==> config.mk <==
export PLATFORM = sky130hd
export DESIGN_NAME = vent_mode_scheduler
export DESIGN_NICKNAME = d
export VERILOG_FILES = /design/src/vms_pkg.sv /design/src/vms_window_bank.sv /design/src/vent_mode_scheduler.sv
export SDC_FILE = /design/constraint.sdc
export NUM_CORES = 1
export LEC_CHECK = 0
export ABC_AREA = 1
export BUFFER_PORTS_ARGS = -buffer_cell sky130_fd_sc_hd__buf_2
export CORE_MARGIN = 8
export CORE_UTILIZATION = 55
export DETAILED_ROUTE_END_ITERATION = 16
export GPL_ROUTABILITY_DRIVEN = 0
export PLACE_DENSITY = 0.72
export REMOVE_ABC_BUFFERS = 1
export SLEW_MARGIN = 20
export SYNTH_ARGS = -nofsm -noshare
export SYNTH_HDL_FRONTEND = slang
export SYNTH_SLANG_ARGS = --single-unit
==> constraint.sdc <==
create_clock -name clk -period 3.2 [get_ports clk]
set_clock_uncertainty 0.2 [all_clocks]
set_input_delay 0.64 -clock clk [delete_from_list [all_inputs] [get_ports clk]]
set_output_delay 0.64 -clock clk [all_outputs]
set_load 0.005 [all_outputs]
==> src/vms_pkg.sv <==
// ----------------------------------------------------------------------------
// vms_pkg
// Shared types and constants for the ventilation mode scheduler.
// ----------------------------------------------------------------------------
package vms_pkg;

	localparam int HOUR_W     = 5;
	localparam int MIN_W      = 6;
	localparam int LEN_W      = 11;
	localparam int CFG_DATA_W = 11;
	// whole hours of a window length: at most 2047 / 60 = 34
	localparam int LEN_HR_W   = 6;
	localparam int END_HR_W   = 7;

	// len / 60 == (len * 2185) >> 17 for every 11-bit len
	localparam int RECIP_60_W  = 12;
	localparam int RECIP_60    = 2185;
	localparam int RECIP_SHIFT = 17;
	localparam int PROD_W      = LEN_W + RECIP_60_W;

	// register map
	localparam int REG_AUTO_VENT = 0;
	localparam int REG_AUTO_HEAT = 1;
	localparam int REG_WIN_BASE  = 2;

	typedef enum logic [1:0] {
		MODE_OFF  = 2'd0,
		MODE_ON   = 2'd1,
		MODE_HEAT = 2'd2
	} mode_t;

	typedef enum logic [1:0] {
		OP_NONE = 2'd0,
		OP_OFF  = 2'd1,
		OP_ON   = 2'd2,
		OP_HEAT = 2'd3
	} op_t;

endpackage

==> src/vms_window_bank.sv <==
// ----------------------------------------------------------------------------
// vms_window_bank
// Work window registers and time match. A length is split into whole hours
// and leftover minutes when written, so the match is a few narrow compares.
// ----------------------------------------------------------------------------
module vms_window_bank
	import vms_pkg::*;
#(
	parameter int NUM_WINDOWS = 3,
	parameter int IDX_W       = 3
) (
	input  logic                  clk,
	input  logic                  arst_n,
	input  logic                  cfg_we,
	input  logic [IDX_W-1:0]      cfg_index,
	input  logic [CFG_DATA_W-1:0] cfg_data,
	input  logic [HOUR_W-1:0]     hour_now,
	input  logic [MIN_W-1:0]      minute_now,
	output logic                  hit
);

	logic [NUM_WINDOWS-1:0] win_hit;

	// length split of the incoming write data
	logic [LEN_W-1:0]    wr_len;
	logic [PROD_W-1:0]   wr_prod;
	logic [LEN_HR_W-1:0] wr_hr;
	logic [LEN_W-1:0]    wr_rem;
	logic [MIN_W-1:0]    wr_min;

	assign wr_len  = cfg_data[LEN_W-1:0];
	assign wr_prod = PROD_W'(wr_len) * PROD_W'(RECIP_60);
	assign wr_hr   = wr_prod[RECIP_SHIFT +: LEN_HR_W];
	// len - 60*h, with 60*h = 64*h - 4*h
	assign wr_rem  = wr_len - (LEN_W'(wr_hr) << 6) + (LEN_W'(wr_hr) << 2);
	assign wr_min  = wr_rem[MIN_W-1:0];

	for (genvar k = 0; k < NUM_WINDOWS; k++) begin : g_win
		logic [HOUR_W-1:0]   start_q;
		logic [LEN_HR_W-1:0] len_hr_q;
		logic [MIN_W-1:0]    len_min_q;
		logic [END_HR_W-1:0] end_hr;
		logic [END_HR_W-1:0] hr_ext;

		always_ff @(posedge clk or negedge arst_n) begin
			if (!arst_n) begin
				start_q   <= '0;
				len_hr_q  <= '0;
				len_min_q <= '0;
			end else if (cfg_we) begin
				if (cfg_index == IDX_W'(REG_WIN_BASE + 2 * k))
					start_q <= cfg_data[HOUR_W-1:0];
				if (cfg_index == IDX_W'(REG_WIN_BASE + 2 * k + 1)) begin
					len_hr_q  <= wr_hr;
					len_min_q <= wr_min;
				end
			end
		end

		assign end_hr = END_HR_W'(start_q) + END_HR_W'(len_hr_q);
		assign hr_ext = END_HR_W'(hour_now);

		// zero leftover minutes makes the equal-hour term false on its own
		assign win_hit[k] = (hour_now >= start_q) &&
		                    ((hr_ext < end_hr) ||
		                     ((hr_ext == end_hr) && (minute_now < len_min_q)));
	end

	assign hit = |win_hit;

endmodule

==> src/vent_mode_scheduler.sv <==
// ----------------------------------------------------------------------------
// vent_mode_scheduler
// Ventilation mode selector: button command, daily work windows, trip/fault.
// A word accepted goes to the input register, then to the state/result register.
// Throughput: one word per cycle while the receiver takes results; the mode update
// is one pass of logic between the input register and the state/result register.
// Reset: asynchronous, mode off, fault and cooling clear, auto permitted,
// all configuration registers zero, both channels empty.
// ----------------------------------------------------------------------------
module vent_mode_scheduler
	import vms_pkg::*;
#(
	parameter int NUM_WINDOWS = 3
) (
	input  logic                                     clk,
	input  logic                                     arst_n,
	input  logic                                     cfg_we,
	input  logic [$clog2(REG_WIN_BASE+2*NUM_WINDOWS)-1:0] cfg_index,
	input  logic [CFG_DATA_W-1:0]                    cfg_data,
	input  logic                                     in_valid,
	output logic                                     in_ready,
	input  logic [1:0]                               opcode,
	input  logic [HOUR_W-1:0]                        hour_now,
	input  logic [MIN_W-1:0]                         minute_now,
	input  logic                                     trip_event,
	input  logic                                     reset_request,
	input  logic                                     cooling_clear,
	output logic                                     out_valid,
	input  logic                                     out_ready,
	output logic [1:0]                               mode_now,
	output logic                                     cooling_needed,
	output logic                                     fault_active,
	output logic                                     auto_permitted,
	output logic                                     in_work_window
);

	localparam int NUM_REGS = REG_WIN_BASE + 2 * NUM_WINDOWS;
	localparam int IDX_W    = $clog2(NUM_REGS);

	// input register
	logic              valid_s1;
	op_t               op_s1;
	logic [HOUR_W-1:0] hour_s1;
	logic [MIN_W-1:0]  min_s1;
	logic              trip_s1;
	logic              rst_s1;
	logic              cclr_s1;

	// state, which is also the result word
	mode_t mode_q;
	mode_t last_q;
	logic  cool_q;
	logic  fault_q;
	logic  allow_q;
	logic  work_q;
	logic  out_valid_q;

	logic auto_vent_q;
	logic auto_heat_q;

	logic  advance;
	logic  hit;
	mode_t mode_d;
	mode_t last_d;
	mode_t manual;
	mode_t target;
	logic  cool_d;
	logic  fault_d;
	logic  allow_d;

	assign advance  = valid_s1 && (!out_valid_q || out_ready);
	assign in_ready = !valid_s1 || advance;

	always_ff @(posedge clk or negedge arst_n) begin
		if (!arst_n) begin
			valid_s1 <= 1'b0;
		end else if (in_ready) begin
			valid_s1 <= in_valid;
		end
	end

	always_ff @(posedge clk) begin
		if (in_ready && in_valid) begin
			op_s1   <= op_t'(opcode);
			hour_s1 <= hour_now;
			min_s1  <= minute_now;
			trip_s1 <= trip_event;
			rst_s1  <= reset_request;
			cclr_s1 <= cooling_clear;
		end
	end

	always_ff @(posedge clk or negedge arst_n) begin
		if (!arst_n) begin
			auto_vent_q <= 1'b0;
			auto_heat_q <= 1'b0;
		end else if (cfg_we) begin
			if (cfg_index == IDX_W'(REG_AUTO_VENT))
				auto_vent_q <= cfg_data[0];
			if (cfg_index == IDX_W'(REG_AUTO_HEAT))
				auto_heat_q <= cfg_data[0];
		end
	end

	vms_window_bank #(
		.NUM_WINDOWS (NUM_WINDOWS),
		.IDX_W       (IDX_W)
	) u_win (
		.clk        (clk),
		.arst_n     (arst_n),
		.cfg_we     (cfg_we),
		.cfg_index  (cfg_index),
		.cfg_data   (cfg_data),
		.hour_now   (hour_s1),
		.minute_now (min_s1),
		.hit        (hit)
	);

	// cooling clear, then fault reset, then trip or mode update
	always_comb begin
		mode_d  = mode_q;
		last_d  = last_q;
		cool_d  = cool_q & ~cclr_s1;
		fault_d = fault_q & ~rst_s1;
		allow_d = allow_q | rst_s1;
		manual  = mode_q;
		target  = mode_q;
		if (trip_s1) begin
			fault_d = 1'b1;
			cool_d  = 1'b1;
			mode_d  = MODE_OFF;
			allow_d = 1'b0;
		end else if (!fault_d) begin
			case (op_s1)
				OP_OFF: begin
					if (mode_q == MODE_HEAT)
						cool_d = 1'b1;
					manual = MODE_OFF;
				end
				OP_ON:   manual = MODE_ON;
				OP_HEAT: manual = MODE_HEAT;
				default: manual = mode_q;
			endcase

			if (manual != mode_q) begin
				mode_d = manual;
			end else begin
				if (auto_vent_q && allow_d) begin
					if (hit) begin
						target = auto_heat_q ? MODE_HEAT : MODE_ON;
					end else begin
						if (mode_q == MODE_HEAT)
							cool_d = 1'b1;
						target = MODE_OFF;
					end
				end
				// auto acts only on a change of its own target
				if (target != last_q)
					mode_d = target;
				last_d = target;
			end
		end
	end

	always_ff @(posedge clk or negedge arst_n) begin
		if (!arst_n) begin
			mode_q      <= MODE_OFF;
			last_q      <= MODE_OFF;
			cool_q      <= 1'b0;
			fault_q     <= 1'b0;
			allow_q     <= 1'b1;
			work_q      <= 1'b0;
			out_valid_q <= 1'b0;
		end else begin
			if (advance) begin
				mode_q  <= mode_d;
				last_q  <= last_d;
				cool_q  <= cool_d;
				fault_q <= fault_d;
				allow_q <= allow_d;
				work_q  <= hit;
			end
			if (advance)
				out_valid_q <= 1'b1;
			else if (out_ready)
				out_valid_q <= 1'b0;
		end
	end

	assign out_valid      = out_valid_q;
	assign mode_now       = mode_q;
	assign cooling_needed = cool_q;
	assign fault_active   = fault_q;
	assign auto_permitted = allow_q;
	assign in_work_window = work_q;

endmodule

==> results of run 1 <==
cell type report:
type | instances | share of cell area
Inverter | 119 | 0.0587
Clock buffer | 13 | 0.0211
Sequential cell | 79 | 0.271
Timing Repair Buffer | 102 | 0.0982
Clock inverter | 3 | 0.00559
Multi-Input combinational cell | 513 | 0.523
Tap cell | 140 | 0.0230
state kept, by name (all words and copies together) (netlist names), 2 cells and up:
name and count:
min_s1 6, u_win.g_win.len_min_q 18, mode_now 2, op_s1 2, u_win.g_win.start_q 15, u_win.g_win.len_hr_q 18
last_q 2, hour_s1 5
stage by stage:
step                worst slack, ps  cells  total power, mW   util  cell area (um2)
global route                  -1190    969             5.10  0.711             7600
CTS                           -1040    967             4.47  0.679             7260
global placement              -1500    944             3.39  0.630             6740
finish                        -1070    969             4.73  0.711             7600
floorplan                     -1350    711             2.83      -             5950
detailed placement            -1560    944             3.51  0.630             6740
what timing repair did:
item                                    4_1_cts  5_1_grt
hold buffers                                  1        0
endpoints found under the setup margin       33       35
pin swaps                                    27       35
gates resized for setup                      73       55
buffers inserted                              6        4
hold endpoints to repair                      1        0
power groups by stage:
stage / registers, mW / logic [mW] / clock network (mW)
after floorplan: 1.41 / 1.42 / 0
after global placement: 1.44 / 1.94 / 0
after detailed placement: 1.45 / 2.05 / 0
after CTS: 1.44 / 2.25 / 0.786
after global routing: 1.48 / 2.80 / 0.823
final: 1.45 / 2.49 / 0.780
cell usage after synthesis (13+ instances only):
cell / number / area, um2
nor2_1: 32 / 120
ha_1: 106 / 1330
nand2_1: 179 / 672
edfxtp_1: 16 / 480
o21ai_0: 43 / 215
a21oi_1: 30 / 150
o21ai_1: 13 / 65.1
inv_1: 110 / 413
fa_1: 13 / 260
nand3_1: 29 / 145
dfrtp_1: 62 / 1550
layout by cell type (no fill, tap or decap), types with 6 or more instances in the layout:
cell type    n
inv_2       14
ha_4        19
clkbuf_8     9
nand4_1      9
edfxtp_1    16
ha_1        86
dfrtp_1     62
inv_1      103
a21oi_1     28
fa_1         7
nand3_1     21
nand2_1    163
nand2_2     17
nor2_1      31
buf_6       11
buf_2       36
a31oi_1      6
buf_4       51
nand3_2      7
fa_2         6
nand2_4      9
o21ai_0     31
o21ai_1     23
path summary, 6_finish.rpt:
| path | startpoint | slack, ps | endpoint |
|---|---|---|---|
| setup / recovery | cfg_data[9] | -1070 | u_win.g_win[0].len_min_q[4] |
| max in group asynchronous | arst_n | 1420 | u_win.g_win[0].len_min_q[1] |
| setup reg to reg | u_win.g_win[0].start_q[0] | -90 | mode_now[0] |
| hold reg to reg | u_win.g_win[0].len_hr_q[4] | 300 | u_win.g_win[0].len_hr_q[4] |
| hold / removal | minute_now[0] | 260 | min_s1[0] |
| min in group asynchronous | arst_n | 390 | u_win.g_win[0].start_q[3] |
worst register-to-register path, delay by kind of cell (launching register included):
family | cells | cell delay, ps
buffers and inverters | 2 | 180
XOR/XNOR | 1 | 120
AND/OR/NAND/NOR | 17 | 1430
flip-flops | 1 | 430
adder cells (fa/ha/maj) | 3 | 860
logic make-up after synthesis:
family | Yosys count | share of synthesized area
and+or+nand+nor | 274 | 0.194
xor gates and xnor gates | 12 | 0.0176
AOI/OAI and AO/OA | 108 | 0.100
buffers and inverters | 122 | 0.0768
DFF | 79 | 0.345
adders and majority gates | 119 | 0.266
routing by layer:
layer  part of all wire  routed length (um)  global-route usage
met1               0.41                6670               0.257
met2               0.49                7970               0.386
met3              0.055                 895              0.0409
met4              0.040                 644               0.102
met5                  0                   0                   0
==> impl_metrics.csv, run 1 <==
group,metric,value,unit
timing,fin_tns_setup,-16700,ps
power_and_ir_drop,clock_power_share,0.165,
power_and_ir_drop,leakage,3.92,nW
clock_tree,cts_sinks,79,
setup_path,cp_max_fo,3,
setup_path,cp_slowest_cell,"fa_1",
grt,antenna_found_initial,0,
power_and_ir_drop,power_density,622,nW/um2
synthesis,ys_types,39,
synthesis,synth_edf_count,16,
grt,grt-ovfl-total,0,
die,fp.dieW,120,um
die,die_h,120,um
finish,synthToLayoutAreaGrowth,27.5,%
grt,grt_usage,0.221,
finish,multiInputGateArea,3970,um2
clock_tree,worstSkewPairLatency,350,ps
timing,finalHoldViolations,0,
synthesis,synth_flop_cell,"dfrtp_1",
setup_path,cp_slowest_stage_delay,500,ps
run_status,violations,"setup timing",
setup_path,path_class,"input pin to flop",
clock_tree,cts_root_buffer,"clkbuf_8",
power_and_ir_drop,switching_share,0.407,
synthesis,synth-seq-cells,79,
synthesis,seq_area_frac_synth,0.345,
grt,grt_pass1_wl,25.4,mm
setup_path,cp.required,3240,ps
placed_design,hpwl,11.8,mm
synthesis,synth-async-reset-ratio,0.797,
run,cap_viol_max_count,0,
finish,fillers,785,
detailed_routing,first_pass_iters,7,
setup_path,crit_path_frequent_cell,"ha_4",
setup_path,reg2reg_depth,23,
clock_tree,cts_tree,"done",
setup_path,cp_top_family,"adder cells",
power_and_ir_drop,peakVddDrop,0.318,mV
timing,rsz0062_at_grt,"true",
detailed_routing,wl_per_cell,16.7,um
clock_tree,htreeDepth,3,
timing,min_period,4270,ps
synthesis,postSynthAreaPerCell,8.35,um2
clock_tree,path_clk_slew,80,ps
clock_tree,clk_path_buf_depth,2,
hold_path,hold_class,"input pin to flop",
finish,n_antenna_cell,0,
power_and_ir_drop,sequentialPowerShare,0.308,
setup_path,path_cells,"buf_8, ha_4, inv_2, fa_1, inv_2, ha_4, ha_4, nand2_2, nor2_1, a211oi_2, o31ai_4, a21oi_1, nor2_1, o21ai_1, nand2_1, or2_1, and2_4, ha_4, fa_2, xor2_4, nand2_1, o21ai_1",
die,core.rowCount,38,
power_and_ir_drop,p_int,2.80,mW
setup_path,cp-end-kind,"flop",
power_and_ir_drop,p_sw,1.93,mW
setup_path,cp_num_buf_inv,3,
finish,layout.nets,978,
detailed_routing,wl,16.2,mm
placed_design,port_buffers,42,
grt,grt_pass1_vias,5343,
timing,whs,259,ps
finish,register_area,2060,um2
grt,grt_max_degree,63,
clock_tree,cts_buffers,9,
synthesis,synthesis.area,5960,um2
detailed_routing,drc,0,
detailed_routing,vias,5263,
synthesis,ys_warn_count,0,
timing,finalMaxSlewViolations,0,
setup_path,worst-path-stages,22,
die,start_util,0.558,
timing,setup_ws,-1070,ps
finish,layout-drive-gt1-share,0.255,
die,core_area,10700,um2
timing,setup_viol,32,
die,top_level_ports,43,
power_and_ir_drop,power_frac_comb,0.527,
run_status,outcome,"finished with violations",
detailed_routing,ant_nets,0,
setup_path,start_kind,"input pin",
detailed_routing,vias_per_cell,5.43,
hold_path,whs_path_depth,1,
die,die_area,14400,um2
timing,worstMarginPinSlew,836,ps
timing,fin_crit_sh,1.33,
setup_path,critical_path_arrival,4310,ps
timing,timing.fmax,234,MHz
timing,relSlewSlack,0.443,
detailed_routing,first_iter_violations,299,
synthesis,postSynthCellCount,714,
(Power assumes the default switching activity.)
==> inputs of run 2 (changes only) <==
--- a/config.mk
+++ b/config.mk
@@ -13,6 +13,7 @@
 export GPL_ROUTABILITY_DRIVEN = 0
 export PLACE_DENSITY = 0.72
 export REMOVE_ABC_BUFFERS = 1
+export SETUP_SLACK_MARGIN = 0.05
 export SLEW_MARGIN = 20
 export SYNTH_ARGS = -nofsm -noshare
 export SYNTH_HDL_FRONTEND = slang
==> run 2 against run 1 <==
The flow still finishes with violations (setup timing); register-to-register slack worse by 40 ps; setup slack worse by 5.1 ps; utilization grew 0.13 points; first-iteration DRC count rose by 13%; via count shrank 0.67%; power up 0.34%; highest routed layer unchanged.
==> impl_metrics.csv, run 2 (synthesis results as in run 1) <==
group,metric,value,unit
setup_path,cp-end-kind,"flop",
placed_design,port_buffers,42,
grt,grt_max_degree,63,
die,core.rowCount,38,
power_and_ir_drop,leakage,3.93,nW
die,core_area,10700,um2
setup_path,reg2reg_depth,23,
power_and_ir_drop,switching_share,0.407,
run_status,violations,"setup timing",
hold_path,hold_class,"input pin to flop",
detailed_routing,wl,16.2,mm
finish,multiInputGateArea,3980,um2
timing,finalMaxSlewViolations,0,
finish,final_cell_mix,"162 x nand2_1, 103 x inv_1, 86 x ha_1",
finish,layout.nets,978,
timing,min_period,4270,ps
setup_path,start_kind,"input pin",
power_and_ir_drop,sequentialPowerShare,0.306,
finish,stdcell_area,7620,um2
power_and_ir_drop,peakVddDrop,0.317,mV
die,die_area,14400,um2
grt,grt-ovfl-total,0,
setup_path,cp_max_fo,3,
finish,n_antenna_cell,0,
setup_path,critical_path_arrival,4310,ps
grt,met3_usage,0.0409,
finish,synthToLayoutAreaGrowth,27.7,%
finish,reg.largest.list,"u_win.g_win.len_hr_q: 18 flops, u_win.g_win.len_min_q: 18 flops, u_win.g_win.start_q: 15 flops",
timing,fin_crit_sh,1.34,
finish,stdcell_count,969,
finish,fin_util,0.712,
detailed_routing,wl_per_cell,16.7,um
placed_design,hpwl,11.8,mm
placed_design,dp.cells,944,
detailed_routing,drc,0,
finish,layout-drive-gt1-share,0.257,
power_and_ir_drop,p_int,2.81,mW
finish,layout_commonest_cell,"nand2_1",
grt,grt_busiest_layer,"met2",
detailed_routing,first_pass_iters,5,
timing,setup_ws,-1070,ps
clock_tree,cts_buffers,9,
timing,whs,260,ps
clock_tree,htreeDepth,3,
clock_tree,path_clk_slew,80,ps
detailed_routing,vias_per_cell,5.40,
hold_path,whs_path_depth,1,
grt,grt_pass1_wl,25.4,mm
placed_design,dpl_cell_area,6740,um2
detailed_routing,vias,5228,
clock_tree,worstSkewPairLatency,350,ps
run_status,outcome,"finished with violations",
timing,rsz0062_at_grt,"true",
timing,finalHoldViolations,0,
die,die_h,120,um
power_and_ir_drop,p_sw,1.93,mW
timing,timing.fmax,234,MHz
grt,grt_pass1_vias,5343,
setup_path,path_class,"input pin to flop",
grt,grtUsageMet2,0.386,
setup_path,cp.required,3240,ps
clock_tree,clk_path_buf_depth,2,
finish,register_area,2060,um2
timing,relSlewSlack,0.449,
timing,setup_viol,32,
grt,grtUsageMet1,0.257,
detailed_routing,first_iter_violations,339,
detailed_routing,ant_nets,0,
finish,fillers,784,
power_and_ir_drop,fin_total_pwr,4.74,mW
run,cap_viol_max_count,0,
timing,worstMarginPinSlew,827,ps
clock_tree,cts_sinks,79,
die,fp.dieW,120,um
grt,grt_usage,0.221,
die,top_level_ports,43,
clock_tree,cts_root_buffer,"clkbuf_8",
power_and_ir_drop,power_density,623,nW/um2
power_and_ir_drop,clock_power_share,0.164,
power_and_ir_drop,power_frac_comb,0.530,
clock_tree,cts_tree,"done",
grt,antenna_found_initial,0,
die,start_util,0.558,
## run 2: cell counts in the layout (fill, tap and decap cells not counted)
No cell type changed its count.
## run 2: layout make-up
cell class | count | share of cell area
clock inverters | 3 | 0.00558
clock buffers | 13 | 0.0210
well taps | 140 | 0.0230
inverters | 119 | 0.0586
flip-flops and latches | 79 | 0.270
multi-input cells | 513 | 0.523
repair buffers | 102 | 0.0990
## run 2: path summary, 6_finish.rpt
kind,start,to,slack (ps)
min in group asynchronous,arst_n,u_win.g_win[0].start_q[3],390
worst max register to register,u_win.g_win[0].len_hr_q[0],mode_now[0],-130
worst min-delay path,minute_now[0],min_s1[0],260
max in group asynchronous,arst_n,u_win.g_win[2].len_hr_q[1],1430
worst min register to register,u_win.g_win[0].len_hr_q[4],u_win.g_win[0].len_hr_q[4],300
worst max-delay path,cfg_data[9],u_win.g_win[0].len_min_q[4],-1070
## run 2: what timing repair did
| action | CTS | global route |
|---|---|---|
| endpoints found under the hold margin | 1 | 0 |
| gates resized for setup | 73 | 59 |
| setup buffers | 6 | 4 |
| hold buffers | 1 | 0 |
| setup endpoints to repair | 34 | 35 |
| pin swaps | 27 | 35 |
## run 2: metal layers
| metal | vias up | routed length, um |
|---|---|---|
| met3 | 50 | 968 |
| met4 | 0 | 709 |
| met2 | 184 | 7950 |
| li1 | 2564 | - |
| met5 | - | 0 |
| met1 | 2430 | 6530 |
## run 2: metrics by stage
stage	setup TNS, ps	worst slack (ps)
6_report	-16930	-1070
5_1_grt	-20720	-1190
4_1_cts	-16180	-1040
3_5_place_dp	-31810	-1560
3_3_place_gp	-28820	-1500
2_1_floorplan	-19590	-1350
## run 2: critical path, stage by stage
cell	delay, ps
buf_8	100
ha_4	250
inv_2	30
fa_1	490
inv_2	60
ha_4	240
ha_4	240
nand2_2	70
nor2_1	50
a211oi_2	260
o31ai_4	140
a21oi_1	160
nor2_1	60
o21ai_1	110
nand2_1	70
or2_1	210
and2_4	160
ha_4	170
fa_2	420
xor2_4	180
nand2_1	90
o21ai_1	80
## run 2: power by group through the flow
stage | logic (mW) | clock network, mW | registers, mW
after floorplan | 1.42 | 0 | 1.41
after global placement | 1.94 | 0 | 1.44
after detailed placement | 2.05 | 0 | 1.45
after CTS | 2.25 | 0.786 | 1.44
after global routing | 2.82 | 0.823 | 1.47
final | 2.51 | 0.779 | 1.45
